`src/rtl/core/urlus_pkg.sv`:
```
`timescale 1ns / 1ps
// Shared types, character codes and helpers for the URL unescape and split core.
package urlus_pkg;

  // Component state codes
  localparam logic [2:0] CS_SCHEME = 3'd0;
  localparam logic [2:0] CS_HOST   = 3'd1;
  localparam logic [2:0] CS_PORT   = 3'd2;
  localparam logic [2:0] CS_PATH   = 3'd3;
  localparam logic [2:0] CS_QUERY  = 3'd4;
  localparam logic [2:0] CS_ENDED  = 3'd5;
  localparam logic [2:0] CS_CLOSED = 3'd6;

  // Part tags on the result channel
  localparam logic [1:0] PART_SCHEME = 2'd0;
  localparam logic [1:0] PART_HOST   = 2'd1;
  localparam logic [1:0] PART_PORT   = 2'd2;
  localparam logic [1:0] PART_PATH   = 2'd3;

  // Error codes
  localparam logic [1:0] ERR_NONE      = 2'd0;
  localparam logic [1:0] ERR_NO_SEP    = 2'd1;
  localparam logic [1:0] ERR_BAD_HEX   = 2'd2;
  localparam logic [1:0] ERR_TRUNCATED = 2'd3;

  // Escape phases
  localparam logic [1:0] ESC_IDLE = 2'd0;
  localparam logic [1:0] ESC_PCT  = 2'd1;
  localparam logic [1:0] ESC_HI   = 2'd2;
  localparam logic [1:0] ESC_BAD  = 2'd3;

  // Characters
  localparam logic [7:0] CH_NUL   = 8'h00;
  localparam logic [7:0] CH_PCT   = 8'h25;
  localparam logic [7:0] CH_COLON = 8'h3A;
  localparam logic [7:0] CH_SLASH = 8'h2F;
  localparam logic [7:0] CH_QUERY = 8'h3F;
  localparam logic [7:0] CH_0     = 8'h30;
  localparam logic [7:0] CH_9     = 8'h39;
  localparam logic [7:0] CH_UA    = 8'h41;
  localparam logic [7:0] CH_UF    = 8'h46;
  localparam logic [7:0] CH_LA    = 8'h61;
  localparam logic [7:0] CH_LF    = 8'h66;

  localparam int unsigned MAX_RES = 4;

  typedef struct packed {
    logic [7:0] byte_val;
    logic       has_byte;
    logic [1:0] part;
    logic       url_done;
    logic [1:0] error_code;
    logic       run_last;
  } res_t;

  // Hex digit decode: {invalid, value}
  function automatic logic [4:0] hex_val(input logic [7:0] c);
    logic [7:0] d;
    begin
      d = 8'd0;
      if (c >= CH_0 && c <= CH_9) begin
        d = c - CH_0;
        hex_val = {1'b0, d[3:0]};
      end else if (c >= CH_UA && c <= CH_UF) begin
        d = c - CH_UA + 8'd10;
        hex_val = {1'b0, d[3:0]};
      end else if (c >= CH_LA && c <= CH_LF) begin
        d = c - CH_LA + 8'd10;
        hex_val = {1'b0, d[3:0]};
      end else begin
        hex_val = 5'b1_0000;
      end
    end
  endfunction

  function automatic res_t mk_char(input logic [7:0] c, input logic [1:0] part);
    res_t r;
    begin
      r.byte_val   = c;
      r.has_byte   = 1'b1;
      r.part       = part;
      r.url_done   = 1'b0;
      r.error_code = ERR_NONE;
      r.run_last   = 1'b0;
      mk_char = r;
    end
  endfunction

  function automatic res_t mk_status(input logic [1:0] err);
    res_t r;
    begin
      r.byte_val   = CH_NUL;
      r.has_byte   = 1'b0;
      r.part       = PART_SCHEME;
      r.url_done   = 1'b1;
      r.error_code = err;
      r.run_last   = 1'b0;
      mk_status = r;
    end
  endfunction

endpackage

```
`src/rtl/core/url_unescape_and_split_core.sv`:
```
`timescale 1ns / 1ps
// Top level: URL percent decoder and scheme/host/port/path splitter.
//
// Usage
//   Input channel (in_valid/in_ready): one raw URL character per beat, with
//   in_last marking the final character. Output channel (out_valid/out_ready):
//   one result per beat, either a decoded character tagged with its part
//   (scheme, host, port, path) or, after the last character, a status beat
//   with url_done set and the error code. out_run_last marks the final result
//   caused by one input beat.
// Order: a character accepted into the input register is decoded once the
//   result queue is free, and its first result is presented from then on.
// Throughput: one input beat per cycle while each character gives at most
//   one result and out_ready is high. A character that gives several results
//   (held "://" bytes flushed, status beat) holds the result queue until they
//   drain; the input register still takes one more beat meanwhile.
// Reset: synchronous, active low; the splitter returns to the scheme state
//   and both the input register and the result queue are emptied.
// Stall: with out_ready low the result queue holds its beats; the input
//   register fills, then in_ready drops until the queue drains.
module url_unescape_and_split_core (
  input  logic       clk,
  input  logic       rst_n,
  input  logic       in_valid,
  output logic       in_ready,
  input  logic [7:0] in_byte,
  input  logic       in_last,
  output logic       out_valid,
  input  logic       out_ready,
  output logic [7:0] out_byte,
  output logic       out_has_byte,
  output logic [1:0] out_part,
  output logic       out_url_done,
  output logic [1:0] out_error_code,
  output logic       out_run_last
);
  import urlus_pkg::*;

  // Input register
  logic       in_vld_r;
  logic [7:0] in_byte_r;
  logic       in_last_r;

  // Splitter state
  logic [1:0] esc_r,  esc_nxt;
  logic [3:0] hn_r,   hn_nxt;
  logic [2:0] cs_r,   cs_nxt;
  logic [1:0] ps_r,   ps_nxt;
  logic [1:0] el_r,   el_nxt;

  // Result queue: filled at once, drained one beat per cycle while out_ready is high
  res_t       res_r [MAX_RES];
  res_t       res_nxt [MAX_RES];
  logic [2:0] cnt_r;
  logic [2:0] n_nxt;
  logic [1:0] rd_r;

  logic       drain;
  logic       proc;
  logic       in_acc;

  // Decode scratch
  logic       dlv;
  logic [7:0] dlv_c;
  logic [4:0] hv;

  assign out_valid = (cnt_r != 3'd0);
  assign drain     = out_valid && out_ready;
  // Queue can take the next character when empty or emptying this cycle
  assign proc      = in_vld_r && ((cnt_r == 3'd0) || ((cnt_r == 3'd1) && out_ready));
  assign in_ready  = !in_vld_r || proc;
  assign in_acc    = in_valid && in_ready;

  assign out_byte       = res_r[rd_r].byte_val;
  assign out_has_byte   = res_r[rd_r].has_byte;
  assign out_part       = res_r[rd_r].part;
  assign out_url_done   = res_r[rd_r].url_done;
  assign out_error_code = res_r[rd_r].error_code;
  assign out_run_last   = res_r[rd_r].run_last;

  always_comb begin
    esc_nxt = esc_r;
    hn_nxt  = hn_r;
    cs_nxt  = cs_r;
    ps_nxt  = ps_r;
    el_nxt  = el_r;
    n_nxt   = 3'd0;
    dlv     = 1'b0;
    dlv_c   = in_byte_r;
    hv      = hex_val(in_byte_r);
    for (int i = 0; i < MAX_RES; i++) begin
      res_nxt[i] = mk_status(ERR_NONE);
    end

    // Percent decoding
    if (cs_r < CS_CLOSED) begin
      if (esc_r == ESC_IDLE) begin
        if (in_byte_r == CH_PCT) begin
          esc_nxt = ESC_PCT;
        end else if (in_byte_r == CH_NUL) begin
          // raw zero ends the URL text
          if (cs_r == CS_SCHEME) begin
            if (ps_nxt >= 2'd1) begin
              res_nxt[n_nxt[1:0]] = mk_char(CH_COLON, PART_SCHEME);
              n_nxt = n_nxt + 3'd1;
            end
            if (ps_nxt >= 2'd2) begin
              res_nxt[n_nxt[1:0]] = mk_char(CH_SLASH, PART_SCHEME);
              n_nxt = n_nxt + 3'd1;
            end
            ps_nxt = 2'd0;
            if (el_nxt == ERR_NONE) el_nxt = ERR_NO_SEP;
          end
          cs_nxt = CS_CLOSED;
        end else begin
          dlv = 1'b1;
        end
      end else if (in_byte_r == CH_NUL) begin
        if (el_nxt < ERR_BAD_HEX) el_nxt = ERR_TRUNCATED;
        cs_nxt  = CS_CLOSED;
        esc_nxt = ESC_IDLE;
      end else if (esc_r == ESC_PCT) begin
        if (!hv[4]) begin
          hn_nxt  = hv[3:0];
          esc_nxt = ESC_HI;
        end else begin
          esc_nxt = ESC_BAD;
        end
      end else if (esc_r == ESC_HI && !hv[4]) begin
        esc_nxt = ESC_IDLE;
        dlv     = 1'b1;
        dlv_c   = {hn_r, hv[3:0]};
      end else begin
        if (el_nxt < ERR_BAD_HEX) el_nxt = ERR_BAD_HEX;
        cs_nxt  = CS_CLOSED;
        esc_nxt = ESC_IDLE;
      end
    end

    // Component split of one decoded character
    if (dlv) begin
      if (dlv_c == CH_NUL) begin
        if (cs_r == CS_SCHEME) begin
          if (ps_nxt >= 2'd1) begin
            res_nxt[n_nxt[1:0]] = mk_char(CH_COLON, PART_SCHEME);
            n_nxt = n_nxt + 3'd1;
          end
          if (ps_nxt >= 2'd2) begin
            res_nxt[n_nxt[1:0]] = mk_char(CH_SLASH, PART_SCHEME);
            n_nxt = n_nxt + 3'd1;
          end
          ps_nxt = 2'd0;
          if (el_nxt == ERR_NONE) el_nxt = ERR_NO_SEP;
        end
        if (cs_r < CS_ENDED) cs_nxt = CS_ENDED;
      end else begin
        case (cs_r)
          CS_SCHEME: begin
            if (ps_r == 2'd0) begin
              if (dlv_c == CH_COLON) begin
                ps_nxt = 2'd1;
              end else begin
                res_nxt[n_nxt[1:0]] = mk_char(dlv_c, PART_SCHEME);
                n_nxt = n_nxt + 3'd1;
              end
            end else if (ps_r == 2'd1 && dlv_c == CH_SLASH) begin
              ps_nxt = 2'd2;
            end else if (ps_r == 2'd2 && dlv_c == CH_SLASH) begin
              ps_nxt = 2'd0;
              cs_nxt = CS_HOST;
            end else begin
              // failed "://" match: held bytes go out first
              if (ps_r >= 2'd1) begin
                res_nxt[n_nxt[1:0]] = mk_char(CH_COLON, PART_SCHEME);
                n_nxt = n_nxt + 3'd1;
              end
              if (ps_r >= 2'd2) begin
                res_nxt[n_nxt[1:0]] = mk_char(CH_SLASH, PART_SCHEME);
                n_nxt = n_nxt + 3'd1;
              end
              if (dlv_c == CH_COLON) begin
                ps_nxt = 2'd1;
              end else begin
                ps_nxt = 2'd0;
                res_nxt[n_nxt[1:0]] = mk_char(dlv_c, PART_SCHEME);
                n_nxt = n_nxt + 3'd1;
              end
            end
          end
          CS_HOST: begin
            if (dlv_c == CH_COLON) begin
              cs_nxt = CS_PORT;
            end else if (dlv_c == CH_SLASH) begin
              cs_nxt = CS_PATH;
              res_nxt[n_nxt[1:0]] = mk_char(dlv_c, PART_PATH);
              n_nxt = n_nxt + 3'd1;
            end else begin
              res_nxt[n_nxt[1:0]] = mk_char(dlv_c, PART_HOST);
              n_nxt = n_nxt + 3'd1;
            end
          end
          CS_PORT: begin
            if (dlv_c == CH_SLASH) begin
              cs_nxt = CS_PATH;
              res_nxt[n_nxt[1:0]] = mk_char(dlv_c, PART_PATH);
            end else begin
              res_nxt[n_nxt[1:0]] = mk_char(dlv_c, PART_PORT);
            end
            n_nxt = n_nxt + 3'd1;
          end
          CS_PATH: begin
            if (dlv_c == CH_QUERY) begin
              cs_nxt = CS_QUERY;
            end else begin
              res_nxt[n_nxt[1:0]] = mk_char(dlv_c, PART_PATH);
              n_nxt = n_nxt + 3'd1;
            end
          end
          default: begin
          end
        endcase
      end
    end

    // End of URL: status beat, then back to reset state
    if (in_last_r) begin
      if (esc_nxt != ESC_IDLE && el_nxt < ERR_BAD_HEX) el_nxt = ERR_TRUNCATED;
      if (cs_nxt == CS_SCHEME) begin
        if (ps_nxt >= 2'd1) begin
          res_nxt[n_nxt[1:0]] = mk_char(CH_COLON, PART_SCHEME);
          n_nxt = n_nxt + 3'd1;
        end
        if (ps_nxt >= 2'd2) begin
          res_nxt[n_nxt[1:0]] = mk_char(CH_SLASH, PART_SCHEME);
          n_nxt = n_nxt + 3'd1;
        end
        if (el_nxt == ERR_NONE) el_nxt = ERR_NO_SEP;
      end
      res_nxt[n_nxt[1:0]] = mk_status(el_nxt);
      n_nxt   = n_nxt + 3'd1;
      esc_nxt = ESC_IDLE;
      hn_nxt  = 4'd0;
      cs_nxt  = CS_SCHEME;
      ps_nxt  = 2'd0;
      el_nxt  = ERR_NONE;
    end

    for (int i = 0; i < MAX_RES; i++) begin
      res_nxt[i].run_last = (n_nxt == 3'(i + 1));
    end
  end

  // Control state
  always_ff @(posedge clk) begin
    if (!rst_n) begin
      in_vld_r <= 1'b0;
      esc_r    <= ESC_IDLE;
      hn_r     <= 4'd0;
      cs_r     <= CS_SCHEME;
      ps_r     <= 2'd0;
      el_r     <= ERR_NONE;
      cnt_r    <= 3'd0;
      rd_r     <= 2'd0;
    end else begin
      if (in_acc) begin
        in_vld_r <= 1'b1;
      end else if (proc) begin
        in_vld_r <= 1'b0;
      end
      if (proc) begin
        esc_r <= esc_nxt;
        hn_r  <= hn_nxt;
        cs_r  <= cs_nxt;
        ps_r  <= ps_nxt;
        el_r  <= el_nxt;
        cnt_r <= n_nxt;
        rd_r  <= 2'd0;
      end else if (drain) begin
        cnt_r <= cnt_r - 3'd1;
        rd_r  <= rd_r + 2'd1;
      end
    end
  end

  // Payload
  always_ff @(posedge clk) begin
    if (in_acc) begin
      in_byte_r <= in_byte;
      in_last_r <= in_last;
    end
    if (proc) begin
      for (int i = 0; i < MAX_RES; i++) begin
        res_r[i] <= res_nxt[i];
      end
    end
  end

  // Checks
  a_cnt_range: assert property (@(posedge clk) disable iff (!rst_n)
    cnt_r <= 3'(MAX_RES))
    else $error("result queue count out of range");

  a_run_last_tail: assert property (@(posedge clk) disable iff (!rst_n)
    out_valid |-> (out_run_last == (cnt_r == 3'd1)))
    else $error("run_last not on the final queued beat");

  a_done_is_last: assert property (@(posedge clk) disable iff (!rst_n)
    (out_valid && out_url_done) |-> out_run_last)
    else $error("status beat not last of its run");

  a_reset_after_last: assert property (@(posedge clk) disable iff (!rst_n)
    (proc && in_last_r) |=> (cs_r == CS_SCHEME && el_r == ERR_NONE && ps_r == 2'd0))
    else $error("splitter state not cleared after end of URL");

  a_proc_queue_free: assert property (@(posedge clk) disable iff (!rst_n)
    proc |-> (cnt_r == 3'd0 || (cnt_r == 3'd1 && drain)))
    else $error("queue overwritten while holding beats");

endmodule
```
`config.mk`:
```
export PLATFORM = sky130hd
export DESIGN_NAME = url_unescape_and_split_core
export DESIGN_NICKNAME = d
export VERILOG_FILES = /design/src/rtl/core/urlus_pkg.sv /design/src/rtl/core/url_unescape_and_split_core.sv
export SDC_FILE = /design/constraint.sdc
export NUM_CORES = 1
export LEC_CHECK = 0
export BUFFER_PORTS_ARGS = -buffer_cell sky130_fd_sc_hd__clkbuf_2
export CORE_MARGIN = 2
export CORE_UTILIZATION = 35
export CTS_CLUSTER_SIZE = 25
export DETAILED_ROUTE_END_ITERATION = 12
export HOLD_SLACK_MARGIN = 0.08
export PLACE_DENSITY = 0.56
export SETUP_SLACK_MARGIN = 0.05
export SLEW_MARGIN = 20
export SYNTH_ARGS = -nofsm -noshare
export SYNTH_HDL_FRONTEND = slang
export SYNTH_SLANG_ARGS = --single-unit
export TNS_END_PERCENT = 5
```
`constraint.sdc`:
```
create_clock -name clk -period 21.4 [get_ports clk]
set_clock_uncertainty 0.2 [all_clocks]
set_input_delay 4.28 -clock clk [delete_from_list [all_inputs] [get_ports clk]]
set_output_delay 4.28 -clock clk [all_outputs]
set_load 0.005 [all_outputs]
```
==> impl_results.md <==
- Num ports: 30
- Largest net degree at the start of global routing: between 60 and 70
- Commonest non-fill, non-tap cells in the layout: 98 x nand2_1, 93 x nor2_1, 83 x a21oi_1, 69 x edfxtp_1, 62 x o21ai_0
- Grt total ovfl: 0
- HP Class: flop to flop
- Crit. Startpoint: out_ready
- Rows: between 50 and 60
- Vias in the first global route: approximately 6300
- Die W: 149 um
- First-pass GRT wire length: 36500 um
- Number of hold buffers added after CTS: 0
- Reg clk slew, reported paths: approximately 0.070 ns
- DRC Markers: 0
- Worst path arrival time: 4.85 ns
- Via Count: 6815
- CP max FO: 3
- Final-stage net count: 921
- Async S/R FF share, synth: 0
- Synthesis warning total: 0
- Commonest non-fill, non-tap cell in the layout: nand2_1
- Sink Count: 90
- Area Overhead vs Synth: 9.08%
- Crit path capture type: output port
- Sequential power share: 0.462
- Net Sw Power: 0.000171 W
- Worst skew pair latency: between 0.3 and 0.4 ns
- H-tree depth: 3
- Period utilisation layout: 0.436
- Die area: 0.0222 mm2
- DRT Pass-1 Iters: 5
- Worst slew pin tran: ~1.0 ns
- PwrDens: roughly 67 mW/mm2
- Core region area: around 0.021 mm2
- Final setup viols: 0
- Minimum clock period: 9.33 ns
- Drt via density: 5.93
- Wire per inst: 20.7 um
- # port buffers: 29
- Starting Density: 0.353
- Total of max-cap violations: 0
- Critical path's largest stage delay: about 0.25 ns
- Sequential cell area fraction in the yosys report: 0.339
- Leak: 2.88 nW
- Hold Violations, Final: 0
- Total global-route track usage: 0.216
- Layout Cells excl Fill: 1149
- WS Path Type: input port to output port
- Number of synthesized flops with an enable pin: 69
- Num CTS Buffers: 9
- Number of placed instances, taps included: 1132
- Crit-path cells: clkbuf_2, a21oi_1, o21ai_0, clkbuf_2
- Post-cts repair resize count: 0
- Max-slew violation count: 0
- Routed WL: approximately 24000 um
- Gpl congestion: 1.00
- Fmax: 107 MHz
- Mapped Cells: roughly 870
- Die H: 149 um
- Syn_nets: between 900 and 1000
- Setup tns final: 0 ns
- Worst Setup Start Kind: input port
- Worst EP required: approximately 17 ns
- Syn avg cell area: 8.51 um2
- Post-CTS Setup Repair Bufs: 0
- Share of cells above drive strength 1: 0.113
- Max VDD drop: 0.0363 mV
- Root buffer cell: clkbuf_16
- CTS Buffer Depth: 2
- Yosys cell types: 87
- Seq cells post-synth: 90
- Pint: 0.000364 W
- Fillers: 2176
- Post-route ant nets: 0
- Synth Flop Type: edfxtp_1
- Logic pwr share: 0.238
- Mapped Area: 0.00736 mm2
- Dpl hpwl: between 15000 and 20000 um
- CP max-delay cell: o21ai_0
- Status: completed
- Clock power share: 0.300
- R2r setup slk: 13.45 ns
- RSZ-0062 raised after global routing: no
- Cell mode on critical path: clkbuf_2
- CTS tree: done
- Iter 0 DRT Violations: between 800 and 900
- Max-slew headroom at the worst pin: 0.302
- Beginning of the worst hold path: hn_r[1]
- Initial antenna violation count: 2
- Switching share of power: 0.320
- Reg2Reg Launch Point: in_byte_r[0]
[per-stage QoR]
step	cell area (um2)	hold WS (ns)	util	total power (W)	worst slack, ns
floorplan	7360	0.257	-	0.000338	12.32
global placement	7720	0.280	0.371	0.000379	12.06
detailed placement	7720	0.281	0.371	0.000381	12.07
CTS	8020	0.296	0.385	0.000542	12.06
global route	8020	0.327	0.385	0.000567	11.99
finish	8030	0.295	0.385	0.000535	12.07
[worst paths after layout]
kind,cells after the start,endpoint
max,4,in_ready
min,2,hn_r[1]
max reg2reg,28,res_r[3][0]
min reg2reg,2,hn_r[1]
[state kept, by name (all words and copies together), names as in the netlist, named ones only]
register,count
res_r,60
in_byte_r,8
hn_r,4
cnt_r,3
cs_r,3
el_r,2
esc_r,2
ps_r,2
rd_r,2
in_last_r,1
in_vld_r,1
[metal layers]
layer,vias up,global-route usage,wire (um)
met5,-,0,0
met1,3140,0.301,10200
met3,70,0.0410,2120
li1,3246,-,-
met2,359,0.325,10500
met4,0,0.0971,1040
[area by class of cell]
cell class,count,area (um2),area share
Sequential cell,90,2490,0.311
Multi-Input combinational cell,688,4520,0.563
Timing Repair Buffer,38,213,0.0265
Antenna cell,1,2.50,0.000312
Tap cell,275,344,0.0429
Clock inverter,7,72.6,0.00904
Clock buffer,9,225,0.0281
Inverter,41,154,0.0192
[power groups by stage]
stage               Clock, W  Sequential, W  Combinational (W)
CTS                 0.000164       0.000248           0.000129
global route        0.000172       0.000252           0.000142
finish              0.000161       0.000247           0.000127
floorplan                  0       0.000238           0.000101
global placement           0       0.000251           0.000128
detailed placement         0       0.000252           0.000128
[synth_stat cells (all sizes together) (3+ instances only)]
master   instances  area, um2
ha              40        500
xor2             4       35.0
mux2i            5       62.6
or3              4       25.0
o21ai           64        324
nor4b            3       32.5
mux2             6       67.6
nand3           23        115
nor3            26        141
o211ai           9       81.3
nand4            8       65.1
nor2            94        355
edfxtp          69       2070
nor4            15        109
o31ai            8       65.1
o31a             3       26.3
a41oi            5       51.3
and3             4       25.0
and4             3       26.3
a22oi            8       60.1
nor3b            7       57.6
a2111oi          3       27.5
a21boi           4       30.0
or2              4       25.0
nand2           98        368
o21a             3       22.5
mux4            15        338
dfxtp           21        420
nand2b           7       43.8
inv             39        146
and2            20        125
xnor2            5       43.8
a21oi           84        424
buf             14       78.8
a31oi           17        106
o211a            3       30.0
nor2b            6       37.5
clkbuf          32        120
a211oi          11       92.6
a21o            16        120
o2bb2ai          7       61.3
o21bai           5       37.5
o22ai           11       68.8
[cells by family after synthesis]
group,synth area share
flip-flops,0.339
XOR/XNOR,0.0107
AO/OA/AOI/OAI,0.252
multiplexers,0.0636
buffers and inverters,0.0480
AND/OR/NAND/NOR,0.218
adder cells (fa/ha/maj),0.0694
[critical path: cells and delay by family]
family | cells | cell delay [ns]
AOI/OAI and AO/OA | 2 | 0.32
buffers and inverters | 2 | 0.25
No activity file was read; power rests on OpenSTA's default activity.
